`src/bre_pkg.sv`:
```
// Shared types and constants for the bracket repeat expander.
// Holds the channel item structs, controller/datapath command and status structs
// and the character codes. Depends on nothing.
`default_nettype none

package bre_pkg;

    localparam int GROUP_BYTES_W = 64;
    localparam int BYTE_COUNT_W  = 4;

    localparam logic [7:0] CH_OPEN  = 8'h5B;  // '['
    localparam logic [7:0] CH_CLOSE = 8'h5D;  // ']'
    localparam logic [7:0] CH_ZERO  = 8'h30;  // '0'
    localparam logic [7:0] CH_NINE  = 8'h39;  // '9'
    localparam logic [3:0] DIGIT_BASE = 4'd10;

    typedef struct packed {
        logic [7:0] ch;
        logic       line_end;
    } in_item_t;

    typedef struct packed {
        logic [GROUP_BYTES_W-1:0] group_bytes;
        logic [BYTE_COUNT_W-1:0]  byte_count;
        logic                     run_last;
        logic                     line_done;
        logic                     overflow;
    } out_item_t;

    typedef struct packed {
        logic accept;      // input item taken this cycle: update parse state
        logic load_pass;   // load a pass-through character result
        logic load_empty;  // load the empty end-of-line result
        logic load_group;  // load one repeat of the buffered group
    } dp_cmd_t;

    typedef struct packed {
        logic is_pass;     // item yields one pass-through result
        logic has_reps;    // item closes a group with at least one repeat
        logic line_end;    // item marks the end of the line
        logic rep_last;    // repeat counter is on its last repeat
    } dp_status_t;

endpackage

`default_nettype wire

```
`src/bre_datapath.sv`:
```
// Datapath of the bracket repeat expander: parse state, group letter store,
// repeat counter and the result register. Depends on bre_pkg.
`default_nettype none

module bre_datapath #(
    parameter int GROUP_MAX = 8,
    parameter int COUNT_MAX = 64
) (
    input  wire                   aclk,
    input  wire                   aresetn,
    input  bre_pkg::in_item_t     in_item,
    input  bre_pkg::dp_cmd_t      cmd,
    output bre_pkg::dp_status_t   status,
    output bre_pkg::out_item_t    out_item
);

    localparam int LEN_W  = $clog2(GROUP_MAX + 1);
    localparam int IDX_W  = (GROUP_MAX > 1) ? $clog2(GROUP_MAX) : 1;
    localparam int CNT_W  = $clog2(COUNT_MAX + 1);
    localparam int PROD_W = CNT_W + 4;

    localparam logic [1:0] MODE_OUTSIDE = 2'd0;
    localparam logic [1:0] MODE_COUNT   = 2'd1;
    localparam logic [1:0] MODE_LETTERS = 2'd2;

    logic [1:0]       mode_reg,  mode_next;
    logic [CNT_W-1:0] count_reg, count_next;
    logic [LEN_W-1:0] len_reg,   len_next;
    logic             ovf_reg,   ovf_next;
    logic [CNT_W-1:0] rep_reg,   rep_next;
    logic             le_reg,    le_next;
    logic [7:0]       store_reg [GROUP_MAX];

    bre_pkg::out_item_t out_reg, out_next;

    logic              in_grp, is_digit, digit_used, open_grp, pass_ch;
    logic              close_br, letter, full, flush, store_wr;
    logic [PROD_W-1:0] prod;
    logic [bre_pkg::GROUP_BYTES_W-1:0] packed_bytes;

    always_comb begin
        in_grp     = (mode_reg == MODE_COUNT) || (mode_reg == MODE_LETTERS);
        is_digit   = in_item.ch inside {[bre_pkg::CH_ZERO:bre_pkg::CH_NINE]};
        digit_used = (mode_reg == MODE_COUNT) && is_digit;
        open_grp   = !in_grp && (in_item.ch == bre_pkg::CH_OPEN);
        pass_ch    = !in_grp && (in_item.ch != bre_pkg::CH_OPEN);
        close_br   = in_grp && !digit_used && (in_item.ch == bre_pkg::CH_CLOSE);
        letter     = in_grp && !digit_used && (in_item.ch != bre_pkg::CH_CLOSE);
        full       = !(len_reg < LEN_W'(GROUP_MAX));
        store_wr   = letter && !full;
        flush      = close_br || (in_item.line_end && (in_grp || open_grp));

        // count * 10 + digit, as shifts and adds
        prod = (PROD_W'(count_reg) << 3) + (PROD_W'(count_reg) << 1)
             + PROD_W'(in_item.ch[3:0]);

        count_next = count_reg;
        ovf_next   = ovf_reg;
        len_next   = len_reg;
        mode_next  = mode_reg;

        if (open_grp) begin
            count_next = '0;
            ovf_next   = 1'b0;
            len_next   = '0;
            mode_next  = MODE_COUNT;
        end else if (digit_used) begin
            if (prod > PROD_W'(COUNT_MAX)) begin
                count_next = CNT_W'(COUNT_MAX);
                ovf_next   = 1'b1;
            end else begin
                count_next = prod[CNT_W-1:0];
            end
        end else if (letter) begin
            mode_next = MODE_LETTERS;
            if (full) begin
                ovf_next = 1'b1;
            end else begin
                len_next = len_reg + LEN_W'(1);
            end
        end else if (!in_grp) begin
            mode_next = MODE_OUTSIDE;
        end

        if (flush) begin
            mode_next = MODE_OUTSIDE;
        end

        le_next  = cmd.accept ? in_item.line_end : le_reg;
        rep_next = rep_reg;
        if (cmd.accept) begin
            rep_next = count_next;
        end else if (cmd.load_group) begin
            rep_next = rep_reg - CNT_W'(1);
        end

        status.is_pass  = pass_ch;
        status.has_reps = flush && (len_next != '0) && (count_next != '0);
        status.line_end = in_item.line_end;
        status.rep_last = (rep_reg == CNT_W'(1));
    end

    // Mask bytes beyond the fill level so unwritten entries never show.
    always_comb begin
        packed_bytes = '0;
        for (int i = 0; i < GROUP_MAX; i++) begin
            if (LEN_W'(i) < len_reg) begin
                packed_bytes[8*i +: 8] = store_reg[i];
            end
        end
    end

    always_comb begin
        out_next = out_reg;
        if (cmd.load_pass) begin
            out_next.group_bytes = bre_pkg::GROUP_BYTES_W'(in_item.ch);
            out_next.byte_count  = bre_pkg::BYTE_COUNT_W'(1);
            out_next.run_last    = 1'b1;
            out_next.line_done   = in_item.line_end;
            out_next.overflow    = 1'b0;
        end else if (cmd.load_empty) begin
            out_next.group_bytes = '0;
            out_next.byte_count  = '0;
            out_next.run_last    = 1'b1;
            out_next.line_done   = 1'b1;
            out_next.overflow    = ovf_next;
        end else if (cmd.load_group) begin
            out_next.group_bytes = packed_bytes;
            out_next.byte_count  = bre_pkg::BYTE_COUNT_W'(len_reg);
            out_next.run_last    = status.rep_last;
            out_next.line_done   = status.rep_last && le_reg;
            out_next.overflow    = ovf_reg;
        end
    end

    always_ff @(posedge aclk) begin
        if (!aresetn) begin
            mode_reg  <= MODE_OUTSIDE;
            count_reg <= '0;
            len_reg   <= '0;
            ovf_reg   <= 1'b0;
            rep_reg   <= '0;
            le_reg    <= 1'b0;
        end else begin
            if (cmd.accept) begin
                mode_reg  <= mode_next;
                count_reg <= count_next;
                len_reg   <= len_next;
                ovf_reg   <= ovf_next;
            end
            rep_reg <= rep_next;
            le_reg  <= le_next;
        end
    end

    always_ff @(posedge aclk) begin
        out_reg <= out_next;
        if (cmd.accept && store_wr) begin
            store_reg[len_reg[IDX_W-1:0]] <= in_item.ch;
        end
    end

    assign out_item = out_reg;

endmodule

`default_nettype wire

```
`src/bre_ctrl.sv`:
```
// Controller of the bracket repeat expander: input/output handshakes and the
// accept/emit sequencing of group repeats. Depends on bre_pkg.
`default_nettype none

module bre_ctrl (
    input  wire                  aclk,
    input  wire                  aresetn,
    input  wire                  s_valid,
    output logic                 s_ready,
    output logic                 m_valid,
    input  wire                  m_ready,
    input  bre_pkg::dp_status_t  status,
    output bre_pkg::dp_cmd_t     cmd
);

    localparam logic ST_ACCEPT = 1'b0;
    localparam logic ST_EMIT   = 1'b1;

    logic state_reg,   state_next;
    logic m_valid_reg, m_valid_next;
    logic out_free;

    always_comb begin
        out_free     = !m_valid_reg || m_ready;
        state_next   = state_reg;
        m_valid_next = m_valid_reg && !m_ready;
        cmd          = '0;
        s_ready      = 1'b0;

        case (state_reg)
            ST_ACCEPT: begin
                s_ready    = out_free;
                cmd.accept = s_valid && out_free;
                if (cmd.accept) begin
                    if (status.is_pass) begin
                        cmd.load_pass = 1'b1;
                        m_valid_next  = 1'b1;
                    end else if (status.has_reps) begin
                        state_next = ST_EMIT;
                    end else if (status.line_end) begin
                        cmd.load_empty = 1'b1;
                        m_valid_next   = 1'b1;
                    end
                end
            end
            ST_EMIT: begin
                // one repeat per free output slot
                if (out_free) begin
                    cmd.load_group = 1'b1;
                    m_valid_next   = 1'b1;
                    if (status.rep_last) begin
                        state_next = ST_ACCEPT;
                    end
                end
            end
            default: begin
                state_next = ST_ACCEPT;
            end
        endcase
    end

    always_ff @(posedge aclk) begin
        if (!aresetn) begin
            state_reg   <= ST_ACCEPT;
            m_valid_reg <= 1'b0;
        end else begin
            state_reg   <= state_next;
            m_valid_reg <= m_valid_next;
        end
    end

    assign m_valid = m_valid_reg;

endmodule

`default_nettype wire

```
`src/bracket_repeat_expander_unit.sv`:
```
// Bracket repeat expander: decodes '[' count letters ']' groups in a byte stream.
// Pass-through and empty line-end results appear in the cycle after their item is taken.
// Pass-through, open, count and letter characters are taken whenever the output slot is free;
// an item that closes a group with R repeats holds off the input until all R results are loaded.
// Reset (aresetn, synchronous) clears parse state and handshakes; the letter store is not cleared.
// Depends on bre_pkg, bre_ctrl and bre_datapath.
`default_nettype none

module bracket_repeat_expander_unit #(
    parameter int GROUP_MAX = 8,
    parameter int COUNT_MAX = 64
) (
    input  wire                 aclk,
    input  wire                 aresetn,
    input  wire                 s_valid,
    output logic                s_ready,
    input  bre_pkg::in_item_t   s_item,
    output logic                m_valid,
    input  wire                 m_ready,
    output bre_pkg::out_item_t  m_item
);

    bre_pkg::dp_cmd_t    cmd;
    bre_pkg::dp_status_t status;

    bre_ctrl u_ctrl (
        .aclk    (aclk),
        .aresetn (aresetn),
        .s_valid (s_valid),
        .s_ready (s_ready),
        .m_valid (m_valid),
        .m_ready (m_ready),
        .status  (status),
        .cmd     (cmd)
    );

    bre_datapath #(
        .GROUP_MAX (GROUP_MAX),
        .COUNT_MAX (COUNT_MAX)
    ) u_datapath (
        .aclk     (aclk),
        .aresetn  (aresetn),
        .in_item  (s_item),
        .cmd      (cmd),
        .status   (status),
        .out_item (m_item)
    );

endmodule

`default_nettype wire
```
`config.mk`:
```
export PLATFORM = sky130hd
export DESIGN_NAME = bracket_repeat_expander_unit
export DESIGN_NICKNAME = d
export VERILOG_FILES = /design/src/bre_pkg.sv /design/src/bre_datapath.sv /design/src/bre_ctrl.sv /design/src/bracket_repeat_expander_unit.sv
export SDC_FILE = /design/constraint.sdc
export NUM_CORES = 1
export LEC_CHECK = 0
export ABC_AREA = 1
export BUFFER_PORTS_ARGS = -buffer_cell sky130_fd_sc_hd__buf_2
export CORE_MARGIN = 1
export CORE_UTILIZATION = 30
export DETAILED_ROUTE_END_ITERATION = 10
export GPL_TIMING_DRIVEN = 0
export HOLD_SLACK_MARGIN = 0.12
export PLACE_DENSITY = 0.55
export SLEW_MARGIN = 20
export SYNTH_ARGS = -nofsm -noshare
export SYNTH_HDL_FRONTEND = slang
export SYNTH_SLANG_ARGS = --single-unit
```
`constraint.sdc`:
```
create_clock -name aclk -period 4.5 [get_ports aclk]
set_clock_uncertainty 0.1 [all_clocks]
set_input_delay 0.225 -clock aclk [delete_from_list [all_inputs] [get_ports aclk]]
set_output_delay 0.225 -clock aclk [all_outputs]
set_load 0.005 [all_outputs]
```
==> impl_results.md <==
* Status: complete, no violations
* CTS root buf: clkbuf_16
* Worst Path Max Fanout at 11
* MaxCap Viol Count at 0
* Syn. warnings at 0
* Fin nets at 868
* Starting DRT DRC Count at 352
* EDFF count, synth at 73
* Filler instances at 2374
* Wirelength per Cell at 15.0 µm
* Measured slew at the worst slew-check pin at 1.02 ns
* Layout area overhead at 21.9%
* N_diodes at 0
* Die H at 157 µm
* Initial Util at 30.6%
* Ys flop type: dfxtp_1
* VDD IR max at 0.000264 V
* Clock-pin transition on the worst setup and hold timing paths at 0.06 ns
* Cell area after synthesis at 7170 µm²
* Die Width at 157 µm
* P_leak at 3.41 nW
* Setup TNS at 0 ns
* Die ar. at 24500 µm²
* Post-detail-place hpwl at 12300 µm
* Post-CTS sizing at 0
* Max reg flops at 71
* Crit share post-route at 92.9%
* Power per cell area at 385 nW/µm²
* # clock sinks at 159
* Layout cells sized above 1 at 23.9%
* Final std cells w/o fill at 1167
* Largest net degree at the start of global routing at 17
* Drt pass-1 iters at 4
* R2r setup slk at 0.69 ns
* Clk buf depth at 2
* Num rows at 56
* Post-layout util at 37.2%
* Setup violators final at 0
* Core area at 23500 µm²
* Syn Nets at 753
* Routed via count at 5277
* Final ANT Viol Nets at 0
* Crit path to: u_datapath.out_item[13]
* Mapped Cells at 720
* Post-Place Cell Area at 8000 µm²
* FF+latch count, synth at 159
* Post-synth ARST share at 0%
* Hold Crit Depth at 1
* # H-tree levels at 4
* First-pass GRT wire length at 27500 µm
* Hold buffers post-CTS at 11
* Number of placed cells counting well taps at 1124
* Slew headroom at 31.8%
* Max-slew violations at 0
* Area of the multi-input gates at 2830 µm²
* CTS Buf Count at 17
* Count of cell types in the netlist at 42
* Post-CTS Setup Bufs at 0
* Register area at 3910 µm²
* Top Ports at 86
* Unrepaired setup endpoints after global routing: false
* Final wirelength at 17500 µm
* Hold Vio Cnt, Final at 0
* Design area at 8740 µm²
* Final min period at 4.18 ns
* TritonCTS clock tree: built
* Clk_lat worst skew at 0.42 ns
* Mean Syn Cell Area at 9.96 µm²
* Port Buf Inserts at 85
* Global route overflow at 0
* Tightest Hold Check Type: in2reg
* Seq/Total Area, Yosys at 54.6%
* GP Congestion at 0.797
* Gr usage total at 14.9%
* CP required at 4.40 ns
* Startpoint Class: input port
* CP Class: in2reg
* Reg2reg start: u_datapath.count_reg[0]
* Vias in the first global route at 5010
* Crit path DAT at 4.08 ns
* Critical R2R Capture: u_datapath.out_item[13]
* CP endpoint kind: register
* CP startpoint: s_item[4]
* Fmax at 239 MHz
* Drt drc at 0
* Commonest non-fill, non-tap cell in the layout: nand2_1
* FF-to-FF path depth at 20
* Vias per inst at 4.52
* Commonest non-fill, non-tap cells in the layout: nand2_1, buf_2, dfxtp_1
* Initial antenna violation count at 0
synthesized netlist by cell type (4+ instances only):
library cell	instances	share of area, %
a21oi_1	52	3.6
inv_2	4	0.21
nor3_1	5	0.35
nor2_1	69	3.6
a31oi_1	5	0.44
buf_12	5	1.4
a22oi_1	33	3.5
nor2_4	50	7.8
ha_1	18	3.1
o21ai_0	29	2.0
nand3_1	50	3.5
nor2_2	4	0.35
nand2_2	5	0.44
edfxtp_1	73	31
inv_1	53	2.8
nand2_1	124	6.5
clkbuf_1	17	0.89
dfxtp_1	86	24
critical path, stage by stage:
cell and delay, ns:
dlygate4sd3_1 0.52, buf_2 0.32, inv_1 0.13, fa_1 0.55
fa_1 0.62, inv_1 0.06, nor2_1 0.09, nand2_1 0.06
nor2_1 0.08, nand3_1 0.08, nand2_1 0.06, nand2_1 0.05
nor2_2 0.12, nand2_2 0.08, nand2_4 0.13, nand2_1 0.07
nand2_1 0.06, inv_1 0.04, nand3_2 0.07, nand2_2 0.07
nand3_1 0.14, nand3_1 0.44
worst min-delay path by stage:
stage                      start                    endpoint  slack (ns)
2_1_floorplan          s_item[1]  u_datapath.store_reg[0][0]        0.22
6_report               s_item[3]  u_datapath.store_reg[4][2]        0.14
4_1_cts                s_item[3]  u_datapath.store_reg[4][2]        0.13
3_3_place_gp   u_datapath.le_reg           u_datapath.le_reg        0.36
5_1_grt                s_item[3]  u_datapath.store_reg[4][2]        0.13
3_5_place_dp   u_datapath.le_reg           u_datapath.le_reg        0.36
metal layers:
layer / GRT usage [%] / up-vias / share of wire, %
li1: - / 2679 / -
met1: 18.8 / 2509 / 46
met3: 3.24 / 7 / 3.2
met2: 25.3 / 82 / 50
met5: 0 / - / 0
met4: 4.53 / 0 / 0.72
power breakdown:
part	internal, W	switching, W
logic	0.0000922	0.000209
clock network	0.000927	0.000569
registers	0.00155	0.0000171
total	0.00257	0.000795
cells by family after synthesis:
group	after synthesis	synth area share (%)
compound gates	132	11.2
xor+xnor	3	0.366
fa+ha+maj	20	3.70
buf+inv	88	6.09
flops	159	54.6
simple gates	318	24.1
metrics by stage:
step	hold slack, ns	setup slack (ns)	total power (W)
after floorplan	0.224	1.29	0.00179
after detailed placement	0.365	0.382	0.00189
final	0.139	0.320	0.00336
after CTS	0.131	0.276	0.00340
after global placement	0.356	0.381	0.00189
after global routing	0.131	0.00511	0.00349
cell type report:
class | instances | area share [%]
clock inverters | 7 | 1.12
plain buffers | 29 | 2.38
repair buffers | 96 | 6.12
clock buffers | 25 | 6.02
well taps | 319 | 4.56
inverters | 59 | 2.62
multi-input cells | 473 | 32.4
flip-flops and latches | 159 | 44.8
Note: power is estimated with default switching activity, not from simulation.
